[src/rtl/spms_pkg.sv]
`default_nettype none
// ----------------------------------------------------------------------------
// spms_pkg
// Shared types, codes and default sizes for the shared pool multi stack.
// ----------------------------------------------------------------------------
package spms_pkg;

    // fixed payload widths of the channels
    localparam int SEL_W    = 2;
    localparam int DATA_W   = 32;
    localparam int STATUS_W = 2;

    // default sizes
    localparam int DEF_NUM_STACKS  = 4;
    localparam int DEF_POOL_DEPTH  = 16;
    localparam int DEF_VALUE_WIDTH = 32;

    // operation codes
    localparam logic FUNC_PUSH = 1'b0;
    localparam logic FUNC_POP  = 1'b1;

    // result status codes
    typedef enum logic [STATUS_W-1:0] {
        ST_OK        = 2'd0,
        ST_OVERFLOW  = 2'd1,
        ST_UNDERFLOW = 2'd2
    } t_status;

    // control sequencer states
    typedef enum logic [1:0] {
        S_IDLE,
        S_TOP,
        S_EXEC
    } t_state;

endpackage
`default_nettype wire

[src/rtl/spms_if.sv]
`default_nettype none
// ----------------------------------------------------------------------------
// spms_if
// Request and result channel interfaces with valid/ready handshake.
// ----------------------------------------------------------------------------
interface spms_in_if;
    import spms_pkg::*;

    logic                     valid;
    logic                     ready;
    logic                     func;
    logic [SEL_W-1:0]         stack_sel;
    logic signed [DATA_W-1:0] push_value;

    modport source (output valid, output func, output stack_sel, output push_value,
                    input ready);
    modport sink   (input valid, input func, input stack_sel, input push_value,
                    output ready);
endinterface

interface spms_out_if;
    import spms_pkg::*;

    logic                     valid;
    logic                     ready;
    logic signed [DATA_W-1:0] pop_value;
    logic [STATUS_W-1:0]      status;

    modport source (output valid, output pop_value, output status, input ready);
    modport sink   (input valid, input pop_value, input status, output ready);
endinterface
`default_nettype wire

[src/rtl/shared_pool_multi_stack.sv]
`default_nettype none
// ----------------------------------------------------------------------------
// shared_pool_multi_stack
// Several LIFO stacks sharing one entry pool through links and a free chain.
// ----------------------------------------------------------------------------
// Usage:
//   i_in carries requests: func (0 push, 1 pop), stack_sel and push_value.
//   o_out carries one result per request: pop_value and status
//   (0 ok, 1 overflow on push, 2 underflow on pop). pop_value is 0 unless
//   a pop succeeds.
//   For a push, the stack top and the link of the free head are read from
//   their RAMs in parallel, then the entry is written back. For a pop, the
//   stack top read must finish before the pool entry at that top can be
//   read. The next request is taken in the cycle after the result is
//   loaded, so a new request is never taken before the last one is done.
//   Results sit in an output register; a new request is accepted while a
//   result waits, and the block holds in its write-back step until the
//   receiver takes the previous result.
//   Reset empties every stack and rebuilds the free chain at once: untouched
//   pool entries are tracked by a fill count, stack tops by valid bits, so
//   no clearing pass is needed.
// ----------------------------------------------------------------------------
module shared_pool_multi_stack #(
    parameter int NUM_STACKS  = spms_pkg::DEF_NUM_STACKS,
    parameter int POOL_DEPTH  = spms_pkg::DEF_POOL_DEPTH,
    parameter int VALUE_WIDTH = spms_pkg::DEF_VALUE_WIDTH
) (
    input  wire logic  i_clk,
    input  wire logic  i_rst_n,
    spms_in_if.sink    i_in,
    spms_out_if.source o_out
);
    import spms_pkg::*;

    localparam int IDX_W  = $clog2(POOL_DEPTH);
    localparam int PTR_W  = $clog2(POOL_DEPTH + 1);
    localparam int STK_W  = (NUM_STACKS > 1) ? $clog2(NUM_STACKS) : 1;
    localparam int SEXT_W = SEL_W + STK_W;
    localparam int ENT_W  = VALUE_WIDTH + PTR_W;
    localparam logic [PTR_W-1:0] NULL_PTR = PTR_W'(POOL_DEPTH);

    t_state r_state, n_state;

    // request registers
    logic                   r_func;
    logic [STK_W-1:0]       r_sel;
    logic                   r_sel_ok;
    logic [VALUE_WIDTH-1:0] r_val;
    logic [PTR_W-1:0]       r_slot;

    // list state held in flops
    logic [PTR_W-1:0]      r_free;
    logic [PTR_W-1:0]      r_fill;
    logic [NUM_STACKS-1:0] r_top_vld;

    // output register
    logic                     r_out_valid;
    logic signed [DATA_W-1:0] r_pop_value;
    t_status                  r_status;

    // memory ports
    logic             pool_we, pool_re;
    logic [IDX_W-1:0] pool_waddr, pool_raddr;
    logic [ENT_W-1:0] pool_wdata, pool_rdata;
    logic             tops_we, tops_re;
    logic [STK_W-1:0] tops_waddr, tops_raddr;
    logic [PTR_W-1:0] tops_wdata, tops_rdata;

    // decoded request and read data
    logic [SEXT_W-1:0]      in_sel_ext;
    logic [STK_W-1:0]       in_sel;
    logic                   in_sel_ok;
    logic [VALUE_WIDTH+DATA_W-1:0] in_val_ext;
    logic [PTR_W-1:0]       top_code;
    logic [PTR_W-1:0]       rd_link;
    logic [PTR_W-1:0]       free_link;
    logic [VALUE_WIDTH-1:0] rd_value;
    logic [VALUE_WIDTH+DATA_W-1:0] rd_value_ext;
    logic                   accept;
    logic                   exec_go;
    logic                   push_ok;
    logic                   pop_ok;

    spms_ram #(.WIDTH(ENT_W), .DEPTH(POOL_DEPTH)) u_pool (
        .i_clk   (i_clk),
        .i_we    (pool_we),
        .i_waddr (pool_waddr),
        .i_wdata (pool_wdata),
        .i_re    (pool_re),
        .i_raddr (pool_raddr),
        .o_rdata (pool_rdata)
    );

    spms_ram #(.WIDTH(PTR_W), .DEPTH(NUM_STACKS)) u_tops (
        .i_clk   (i_clk),
        .i_we    (tops_we),
        .i_waddr (tops_waddr),
        .i_wdata (tops_wdata),
        .i_re    (tops_re),
        .i_raddr (tops_raddr),
        .o_rdata (tops_rdata)
    );

    // request decode
    assign accept     = i_in.valid && i_in.ready;
    assign in_sel_ext = {{STK_W{1'b0}}, i_in.stack_sel};
    assign in_sel     = in_sel_ext[STK_W-1:0];
    assign in_sel_ok  = in_sel_ext < SEXT_W'(NUM_STACKS);
    assign in_val_ext = {{VALUE_WIDTH{1'b0}}, i_in.push_value};

    // read data, with invalid or damaged codes treated as null
    assign top_code = (r_top_vld[r_sel] && (tops_rdata < NULL_PTR)) ? tops_rdata : NULL_PTR;
    assign rd_link  = (pool_rdata[PTR_W-1:0] < NULL_PTR) ? pool_rdata[PTR_W-1:0] : NULL_PTR;
    assign rd_value = pool_rdata[PTR_W +: VALUE_WIDTH];
    assign rd_value_ext = {{DATA_W{1'b0}}, rd_value};

    // an untouched entry still links to the next one
    assign free_link = (r_free >= r_fill) ? PTR_W'(r_free + 1'b1) : rd_link;

    assign push_ok = r_sel_ok && (r_free < NULL_PTR);
    assign pop_ok  = r_sel_ok && (r_slot < NULL_PTR);

    // sequencer next state and memory control
    always_comb begin
        n_state    = r_state;
        i_in.ready = 1'b0;
        exec_go    = 1'b0;
        pool_re    = 1'b0;
        pool_raddr = r_free[IDX_W-1:0];
        tops_re    = 1'b0;
        tops_raddr = in_sel;
        pool_we    = 1'b0;
        pool_waddr = r_free[IDX_W-1:0];
        pool_wdata = {r_val, top_code};
        tops_we    = 1'b0;
        tops_waddr = r_sel;
        tops_wdata = r_free;
        unique case (r_state)
            S_IDLE: begin
                i_in.ready = 1'b1;
                if (i_in.valid) begin
                    tops_re = 1'b1;
                    pool_re = (i_in.func == FUNC_PUSH);
                    n_state = (i_in.func == FUNC_PUSH) ? S_EXEC : S_TOP;
                end
            end
            S_TOP: begin
                pool_re    = 1'b1;
                pool_raddr = top_code[IDX_W-1:0];
                n_state    = S_EXEC;
            end
            S_EXEC: begin
                if (!r_out_valid || o_out.ready) begin
                    exec_go = 1'b1;
                    n_state = S_IDLE;
                    if (r_func == FUNC_PUSH) begin
                        pool_we = push_ok;
                        tops_we = push_ok;
                    end else begin
                        pool_we    = pop_ok;
                        pool_waddr = r_slot[IDX_W-1:0];
                        pool_wdata = {rd_value, r_free};
                        tops_we    = pop_ok;
                        tops_wdata = rd_link;
                    end
                end
            end
            default: begin
                n_state = S_IDLE;
            end
        endcase
    end

    // state register
    always_ff @(posedge i_clk) begin
        if (!i_rst_n) begin
            r_state <= S_IDLE;
        end else begin
            r_state <= n_state;
        end
    end

    // request capture and stack top for pops
    always_ff @(posedge i_clk) begin
        if (accept) begin
            r_func   <= i_in.func;
            r_sel    <= in_sel;
            r_sel_ok <= in_sel_ok;
            r_val    <= in_val_ext[VALUE_WIDTH-1:0];
        end
        if (r_state == S_TOP) begin
            r_slot <= top_code;
        end
    end

    // free chain, fill count and top valid bits
    always_ff @(posedge i_clk) begin
        if (!i_rst_n) begin
            r_free    <= '0;
            r_fill    <= '0;
            r_top_vld <= '0;
        end else if (exec_go) begin
            if (r_func == FUNC_PUSH) begin
                if (push_ok) begin
                    r_free           <= free_link;
                    r_top_vld[r_sel] <= 1'b1;
                    if (r_free == r_fill) begin
                        r_fill <= PTR_W'(r_fill + 1'b1);
                    end
                end
            end else if (pop_ok) begin
                r_free <= r_slot;
            end
        end
    end

    // output register
    always_ff @(posedge i_clk) begin
        if (!i_rst_n) begin
            r_out_valid <= 1'b0;
        end else if (exec_go) begin
            r_out_valid <= 1'b1;
        end else if (o_out.ready) begin
            r_out_valid <= 1'b0;
        end
    end

    always_ff @(posedge i_clk) begin
        if (exec_go) begin
            if (r_func == FUNC_PUSH) begin
                r_pop_value <= '0;
                r_status    <= push_ok ? ST_OK : ST_OVERFLOW;
            end else begin
                r_pop_value <= pop_ok ? rd_value_ext[DATA_W-1:0] : '0;
                r_status    <= pop_ok ? ST_OK : ST_UNDERFLOW;
            end
        end
    end

    assign o_out.valid     = r_out_valid;
    assign o_out.pop_value = r_pop_value;
    assign o_out.status    = r_status;

endmodule
`default_nettype wire

[src/rtl/spms_ram.sv]
`default_nettype none
// ----------------------------------------------------------------------------
// spms_ram
// Generic single-write, single-read RAM with a registered read port.
// ----------------------------------------------------------------------------
module spms_ram #(
    parameter int WIDTH = 8,
    parameter int DEPTH = 16,
    localparam int ADDR_W = (DEPTH > 1) ? $clog2(DEPTH) : 1
) (
    input  wire logic              i_clk,
    input  wire logic              i_we,
    input  wire logic [ADDR_W-1:0] i_waddr,
    input  wire logic [WIDTH-1:0]  i_wdata,
    input  wire logic              i_re,
    input  wire logic [ADDR_W-1:0] i_raddr,
    output logic      [WIDTH-1:0]  o_rdata
);

    logic [WIDTH-1:0] r_mem [DEPTH];

    // write port
    always_ff @(posedge i_clk) begin
        if (i_we) begin
            r_mem[i_waddr] <= i_wdata;
        end
    end

    // registered read, holds when not enabled
    always_ff @(posedge i_clk) begin
        if (i_re) begin
            o_rdata <= r_mem[i_raddr];
        end
    end

endmodule
`default_nettype wire

[src/flat_wrapper.sv]
// flat-port wrapper written by rule: the top's interface ports become plain ports
module shared_pool_multi_stack_flat import spms_pkg::*;
#(
    parameter int NUM_STACKS  = spms_pkg::DEF_NUM_STACKS,
    parameter int POOL_DEPTH  = spms_pkg::DEF_POOL_DEPTH,
    parameter int VALUE_WIDTH = spms_pkg::DEF_VALUE_WIDTH
)
  (i_clk, i_rst_n, i_in_valid, i_in_func, i_in_stack_sel, i_in_push_value, i_in_ready, o_out_valid, o_out_pop_value, o_out_status, o_out_ready);
  spms_in_if i_in_i ();
  spms_out_if o_out_i ();
  input  wire logic i_clk;
  input  wire logic i_rst_n;
  input wire logic [$bits(i_in_i.valid)-1:0] i_in_valid;
  input wire logic [$bits(i_in_i.func)-1:0] i_in_func;
  input wire logic [$bits(i_in_i.stack_sel)-1:0] i_in_stack_sel;
  input wire logic [$bits(i_in_i.push_value)-1:0] i_in_push_value;
  output wire logic [$bits(i_in_i.ready)-1:0] i_in_ready;
  output wire logic [$bits(o_out_i.valid)-1:0] o_out_valid;
  output wire logic [$bits(o_out_i.pop_value)-1:0] o_out_pop_value;
  output wire logic [$bits(o_out_i.status)-1:0] o_out_status;
  input wire logic [$bits(o_out_i.ready)-1:0] o_out_ready;
  assign i_in_i.valid = i_in_valid;
  assign i_in_i.func = i_in_func;
  assign i_in_i.stack_sel = i_in_stack_sel;
  assign i_in_i.push_value = i_in_push_value;
  assign i_in_ready = i_in_i.ready;
  assign o_out_valid = o_out_i.valid;
  assign o_out_pop_value = o_out_i.pop_value;
  assign o_out_status = o_out_i.status;
  assign o_out_i.ready = o_out_ready;
  shared_pool_multi_stack #(.NUM_STACKS(NUM_STACKS), .POOL_DEPTH(POOL_DEPTH), .VALUE_WIDTH(VALUE_WIDTH)) u_core (.i_clk(i_clk), .i_rst_n(i_rst_n), .i_in(i_in_i), .o_out(o_out_i));
endmodule
[config.mk]
export PLATFORM = sky130hd
export DESIGN_NAME = shared_pool_multi_stack_flat
export DESIGN_NICKNAME = d
export VERILOG_FILES = /design/src/rtl/spms_pkg.sv /design/src/rtl/spms_if.sv /design/src/rtl/shared_pool_multi_stack.sv /design/src/rtl/spms_ram.sv /design/src/flat_wrapper.sv
export SDC_FILE = /design/constraint.sdc
export NUM_CORES = 1
export LEC_CHECK = 0
export BUFFER_PORTS_ARGS = -buffer_cell sky130_fd_sc_hd__buf_2
export CORE_MARGIN = 2
export CORE_UTILIZATION = 40
export DETAILED_ROUTE_END_ITERATION = 7
export GPL_TIMING_DRIVEN = 0
export MAX_ROUTING_LAYER = met4
export PLACE_DENSITY = 0.58
export SYNTH_ARGS = -nofsm -noshare
export SYNTH_HDL_FRONTEND = slang
export SYNTH_HIERARCHICAL = 1
export SYNTH_SLANG_ARGS = --single-unit
[constraint.sdc]
create_clock -name i_clk -period 6 [get_ports i_clk]
set_clock_uncertainty 0.2 [all_clocks]
set_input_delay 0.3 -clock i_clk [delete_from_list [all_inputs] [get_ports i_clk]]
set_output_delay 0.3 -clock i_clk [all_outputs]
set_load 0.01 [all_outputs]
==> results.txt, run 1 <==
CORE AREA: 70,000 sq um
IO Count: 75
full die area: 72,900 sq um
initial antenna violation count: 2
cells on worst reg2reg path: 9
hold path startpoint: i_in_push_value[19]
largest net degree at the start of global routing: 26
CTS buffer count: 80
row cnt: 97
dpl hpwl: 41.9 mm
vias in the first global route: 14.5k
Final #Nets: 1,658
layout cells sized above 1: 0.253
worst setup path start: u_core/r_sel[0]
Final Wtd Congestion: 0.780
ranking of synthesized cells by area: edfxtp_1 77%, mux4_2 12%, nand2_1 2.2%
min-delay worst type: in2reg
Max Clock Freq: 209 MHz
CP Max Fanout: 10
Ys Warns: 6
cells after synthesis: 1,389
Seq cells post-synth: 745
VDD IR max: 197 uV
Worst R2R Setup Slack: 1.21 ns
fin crit period: 4.79 ns
DR DRC count: 0
r2r startpoint: u_core/r_sel[0]
gr usage total: 0.191
Final Cell Area: 33,600 sq um
reg2reg end: u_core/u_pool/o_rdata[28]
Syn-to-layout area delta: 18.7%
Sink Count: 745
Resized Gates After CTS: 0
Final Hold Viols: 0
final WL: 66.8 mm
Final ANT Viol Nets: 0
syn nets: 1,435
maximum clock path buffer count: 3
DR pass1 iterations: 5
Static Leak: 10.8 nW
Rel. slew slack: 0.0161
Die W: 270 um
worst setup margin: 1.21 ns
top cell type's share of synthesized area: 0.772
cell area after synthesis: 28,300 sq um
Required @ worst endpoint: 6.15 ns
CP endpoint kind: flop
Top FF cell, synth: edfxtp_1
Via Count: 14.2k
Clock Latency Late Sink: 0.63 ns
max_cap viols: 0
Clk pin slew, worst setup/hold paths: 0.06 ns
hold path endpoint: u_core/r_val[19]
Mean Syn Cell Area: 20.4 sq um
status: finished, final reports clean
post-synthesis sequential area ratio: 0.784
RSZ-0062 raised after global routing: false
number of diodes: 0
global-route wire length before repair: 97.8 mm
period utilization: 0.799
Least-Margin Pin Slew: 1.48 ns
Final Max Slew Viols: 0
CP Launch Type: flop
top-count cell post-synth: edfxtp_1
Post-synth ARST share: 0
DIE HEIGHT: 270 um
PortBufs: 73
CP arrival: 4.95 ns
Initial Util: 0.404
DP Area: 30,600 sq um
vias per cell: 5.41
number of DRC markers in iteration 0: 1,437
Post-synth EDFFs: 728
Crit Path Class: reg2reg
grt ovf: 0
DP Worst Slack: 1.18 ns
Hold Crit Depth: 2
biggest area consumer among synthesized cells: edfxtp_1
drt wl/cell: 25.5 um
power per cell area: 334 nW/um^2
Root Buffer: clkbuf_16
CTS tree: yes
Synth cell types: 45
most instantiated cells after synthesis: 728 x edfxtp_1, 169 x nand2_1, 154 x mux4_2
H-tree levels: 3
final setup violating endpoints: 0
## per-layer routing
layer / routed length [um] / global-route usage / share of wire / vias to the layer above
li1: - / - / - / 6083
met1: 28700 / 0.256 / 0.43 / 7501
met2: 32300 / 0.299 / 0.48 / 470
met3: 4310 / 0.0387 / 0.064 / 97
met4: 1540 / 0.0485 / 0.023 / 0
met5: 0 / - / 0 / -
## layout by cell type (no fill, tap or decap), types with 4 or more instances in the layout
cell type and n:
edfxtp_1 728, xnor2_1 5, buf_1 12, and3_1 5, buf_2 78, clkbuf_16 82, clkbuf_1 46, buf_16 9
nor2_4 14, nor2_1 9, clkinv_1 13, ha_1 7, a22oi_1 74, bufinv_16 7, buf_6 11, dlygate4sd3_1 37
nand3_1 5, mux4_2 154, o21ai_0 14, nand2_1 169, o21ai_1 4, buf_4 8, clkinv_2 23, nor3_1 4
nor2b_1 9, inv_1 14, and2_1 38, dfxtp_1 17, a21oi_1 6, buf_12 15, nand2b_1 8
## flip-flops by register name, summed over array words and instances, names as in the netlist
signal,cells
u_core/u_pool/r_mem,592
u_core/u_pool/o_rdata,37
u_core/o_out.pop_value,32
u_core/r_val,32
u_core/u_tops/r_mem,20
u_core/r_fill,5
u_core/r_free,5
u_core/r_slot,5
u_core/u_tops/o_rdata,5
u_core/r_top_vld,4
u_core/o_out.status,2
u_core/r_sel,2
u_core/r_state,2
u_core/o_out.valid,1
u_core/r_func,1
## logic make-up after synthesis
logic type | Yosys count | share of synthesized area
flops | 745 | 0.784
mux | 157 | 0.124
xor+xnor | 6 | 0.00186
simple gates | 283 | 0.0458
buf+inv | 80 | 0.0139
compound gates | 111 | 0.0274
fa+ha+maj | 7 | 0.00309
## how the worst max path moves through the flow
stage | to | slack (ns) | cells past startpoint
floorplan | u_core/u_pool/r_mem[12][0] | -0.03 | 6
global placement | u_core/u_pool/r_mem[12][18] | -5.71 | 6
detailed placement | u_core/u_pool/o_rdata[19] | 1.18 | 9
CTS | u_core/u_pool/o_rdata[19] | 1.17 | 9
global route | u_core/u_pool/o_rdata[20] | 0.90 | 9
finish | u_core/u_pool/o_rdata[28] | 1.21 | 9
## repair_timing
action,CTS,global route
buffers inserted,0,0
endpoints found under the setup margin,0,0
hold buffers,37,0
endpoints found under the hold margin,50,0
## cell type report
class	instances	area, sq um
timing repair buffer	141	1370
clock buffer	97	2120
sequential	745	22200
multi-input combinational	564	5860
clock inverter	50	472
tap	940	1180
inverter	15	56.3
buffer	65	338
fill	5793	36400
## power by group
group          total [mW]  leakage [nW]  internal (mW)  switching [mW]
combinational       0.531          2.75          0.203           0.327
clock                4.82          1.29           2.83            1.99
sequential           5.86          6.76           5.83          0.0315
## stage by stage
| step | power, mW | utilization | setup TNS [ns] | hold WS (ns) | cells |
|---|---|---|---|---|---|
| floorplan | 6.27 | - | -1.22 | 0.199 | 1389 |
| global route | 11.6 | 0.480 | 0 | 0.156 | 2617 |
| CTS | 11.3 | 0.480 | 0 | 0.147 | 2617 |
| global placement | 6.45 | 0.426 | -2451.04 | 0.242 | 2402 |
| detailed placement | 6.49 | 0.437 | 0 | 0.262 | 2433 |
| finish | 11.2 | 0.480 | 0 | 0.181 | 2617 |
## worst max-delay path: stages (launching register included)
cell and delay, ns:
edfxtp_1 0.52, mux4_2 0.38, nor2b_1 0.44, nand2_1 0.21, o21ai_0 0.86, buf_2 0.46, buf_1 0.74, mux4_2 0.42
a22oi_1 0.21, nand2_1 0.10
(Power assumes the default switching activity.)
==> inputs of run 2 (changes only) <==
--- a/config.mk
+++ b/config.mk
@@ -11,7 +11,7 @@
 export DETAILED_ROUTE_END_ITERATION = 7
 export GPL_TIMING_DRIVEN = 0
 export MAX_ROUTING_LAYER = met4
-export PLACE_DENSITY = 0.58
+export PLACE_DENSITY = 0.56
 export SYNTH_ARGS = -nofsm -noshare
 export SYNTH_HDL_FRONTEND = slang
 export SYNTH_HIERARCHICAL = 1
==> constraint.sdc (replaced) <==
create_clock -name i_clk -period 4.5 [get_ports i_clk]
set_clock_uncertainty 0.2 [all_clocks]
set_input_delay 0.225 -clock i_clk [delete_from_list [all_inputs] [get_ports i_clk]]
set_output_delay 0.225 -clock i_clk [all_outputs]
set_load 0.01 [all_outputs]
==> run 2 against run 1 <==
  * Total power grew 31%
  * Sequential share of layout area shrank 0.22 points
  * Largest cell class unchanged
  * Flip-flop and latch count is the same
  * Final cell count grew 0.38%
==> results.txt, run 2 (synthesis results as in run 1) <==
status: finished, final reports clean (unchanged)
Syn-to-layout area delta: 19.1% (was 18.7%)
PortBufs: 73 (unchanged)
Final Max Slew Viols: 0 (unchanged)
vias per cell: 5.39 (was 5.41)
RSZ-0062 raised after global routing: false (unchanged)
Initial Util: 0.404 (unchanged)
gr usage total: 0.195 (was 0.191)
Cell Count Post-Placement: 2,432 (was 2,433)
largest net degree at the start of global routing: 25 (was 26)
IO Count: 75 (unchanged)
Crit Path Class: reg2reg (unchanged)
full die area: 72,900 sq um (unchanged)
final core occ: 0.481 (was 0.480)
FILL cells: 5,752 (was 5,793)
number of DRC markers in iteration 0: 1,427 (was 1,437)
Final ANT Viol Nets: 0 (unchanged)
layout cells sized above 1: 0.254 (was 0.253)
power per cell area: 435 nW/um^2 (was 334 nW/um^2)
cell mode on critical path: nand2_1
global-route wire length before repair: 99.5 mm (was 97.8 mm)
final WL: 68.3 mm (was 66.8 mm)
Crit path largest cell delay: 0.60 ns (was 0.86 ns)
DR pass1 iterations: 5 (unchanged)
grt ovf: 0 (unchanged)
Least-Margin Pin Slew: 1.46 ns (was 1.48 ns)
max_cap viols: 0 (unchanged)
CP Max Fanout: 17 (was 10)
CTS buffer count: 79 (was 80)
drt wl/cell: 26.0 um (was 25.5 um)
VDD IR max: 304 uV (was 197 uV)
maximum clock path buffer count: 3 (unchanged)
biggest regs: u_core/u_pool/r_mem (592), u_core/u_pool/o_rdata (37) (unchanged)
DR DRC count: 0 (unchanged)
largest register by flop count: u_core/u_pool/r_mem (unchanged)
Root Buffer: clkbuf_16 (unchanged)
Sink Count: 745 (unchanged)
crit-path cells: nand2b_4 -> nor2_4 -> buf_12 -> nand2_1 -> clkbuf_2 -> nand2_1 -> nand2_1 -> or3b_2 -> nor3_4 -> buf_16 -> buf_16 (was mux4_2 -> nor2b_1 -> nand2_1 -> o21ai_0 -> buf_2 -> buf_1 -> mux4_2 -> a22oi_1 -> nand2_1)
Worst path slowest cell: nor3_4 (was o21ai_0)
Final Hold Viols: 0 (unchanged)
initial antenna violation count: 2 (unchanged)
CORE AREA: 70,000 sq um (unchanged)
min-delay worst type: in2reg (unchanged)
DIE HEIGHT: 270 um (unchanged)
Die W: 270 um (unchanged)
Max Clock Freq: 232 MHz (was 209 MHz)
Clock Latency Late Sink: 0.63 ns (about the same)
CP endpoint kind: flop (unchanged)
most frequent cells in the layout: 728 x edfxtp_1, 169 x nand2_1, 154 x mux4_2 (unchanged)
CP Launch Type: flop (unchanged)
row cnt: 97 (unchanged)
Final Wtd Congestion: 0.787 (was 0.780)
Final #Nets: 1,669 (was 1,658)
Clk pin slew, worst setup/hold paths: 0.06 ns (about the same)
fin crit period: 4.30 ns (was 4.79 ns)
Static Leak: 10.8 nW (about the same)
vias in the first global route: 14.6k (was 14.5k)
CTS tree: yes (unchanged)
Final Power: 14.7 mW (was 11.2 mW)
H-tree levels: 3 (unchanged)
period utilization: 0.956 (was 0.799)
dpl hpwl: 41.6 mm (was 41.9 mm)
CP arrival: 4.43 ns (was 4.95 ns)
number of diodes: 0 (unchanged)
final setup violating endpoints: 0 (unchanged)
Top delay family on crit path: simple AND/OR/NAND/NOR gates (was buffers and inverters)
Worst Path Buf+Inv: 4 (was 2)
commonest non-fill, non-tap cell in the layout: edfxtp_1 (unchanged)
Rel. slew slack: 0.0241 (was 0.0161)
max reg flops: 592 (unchanged)
hold_ws: 0.0950 ns (was 0.181 ns)
Final Non-Filler Cells: 2,627 (was 2,617)
Required @ worst endpoint: 4.63 ns (was 6.15 ns)
Via Count: 14.2k (about the same)
## run 2: cell count changes in the layout (fill, tap and decap cells not counted), sizes merged
| cell | delta |
|---|---|
| clkinv | -3 |
| clkinvlp | -1 |
| bufinv | -3 |
| clkbuf | +10 |
| clkdlybuf4s15 | +3 |
| nor2 | +1 |
| inv | +1 |
| buf | +2 |
## run 2: routing by layer
layer | vias up | part of all wire | global-route usage
met3 | 112 | 0.067 | 0.0407
met2 | 446 | 0.47 | 0.297
met5 | - | 0 | -
met1 | 7503 | 0.44 | 0.268
met4 | 0 | 0.024 | 0.0525
li1 | 6103 | - | -
## run 2: worst register-to-register path, stage by stage (launching register included)
cell      delay (ns)
dfxtp_1         0.48
nand2b_4        0.15
nor2_4          0.48
buf_12          0.27
nand2_1         0.22
clkbuf_2        0.34
nand2_1         0.17
nand2_1         0.11
or3b_2          0.59
nor3_4          0.60
buf_16          0.23
buf_16          0.16
## run 2: cell type report
cell class / instances / area, sq um / area share
buffer: 65 / 372 / 0.0110
inverter: 15 / 56.3 / 0.00167
tap: 940 / 1180 / 0.0349
timing repair buffer: 152 / 1590 / 0.0472
clock inverter: 44 / 344 / 0.0102
sequential: 745 / 22200 / 0.659
multi-input combinational: 565 / 5880 / 0.174
clock buffer: 101 / 2080 / 0.0617
## run 2: per-stage QoR
| step | setup slack (ns) | area [sq um] | TNS [ns] |
|---|---|---|---|
| 2_1_floorplan | -0.140 | 28300 | -25.00 |
| 3_3_place_gp | -3.92 | 29900 | -2287.22 |
| 3_5_place_dp | -0.354 | 30700 | -21.16 |
| 4_1_cts | 0.00390 | 33700 | 0 |
| 5_1_grt | 0.0184 | 33700 | 0 |
| 6_report | 0.197 | 33700 | 0 |
## run 2: worst paths after layout
path	start	endpoint	slack (ns)	cells after the start
worst min-delay path	i_in_push_value[10]	u_core/r_val[10]	0.09	2
worst max register to register	u_core/r_state[1]	u_core/u_pool/r_mem[0][4]	0.20	11
worst min register to register	u_core/r_top_vld[1]	u_core/r_top_vld[1]	0.27	1
worst max-delay path	u_core/r_state[1]	u_core/u_pool/r_mem[0][4]	0.20	11
## run 2: power by group
| part | switching (mW) | leakage (nW) | internal [mW] |
|---|---|---|---|
| registers | 0.0401 | 6.76 | 7.77 |
| clock network | 2.61 | 1.18 | 3.51 |
| logic | 0.445 | 2.88 | 0.274 |
| total | 3.10 | 10.8 | 11.6 |
## run 2: repair_timing
item / CTS / global route
cloned: 0 / 1
resized for setup: 11 / 15
setup endpoints to repair: 227 / 85
buffers inserted: 11 / 0
hold buffers: 37 / 0
pin swaps: 8 / 2
endpoints found under the hold margin: 50 / 0
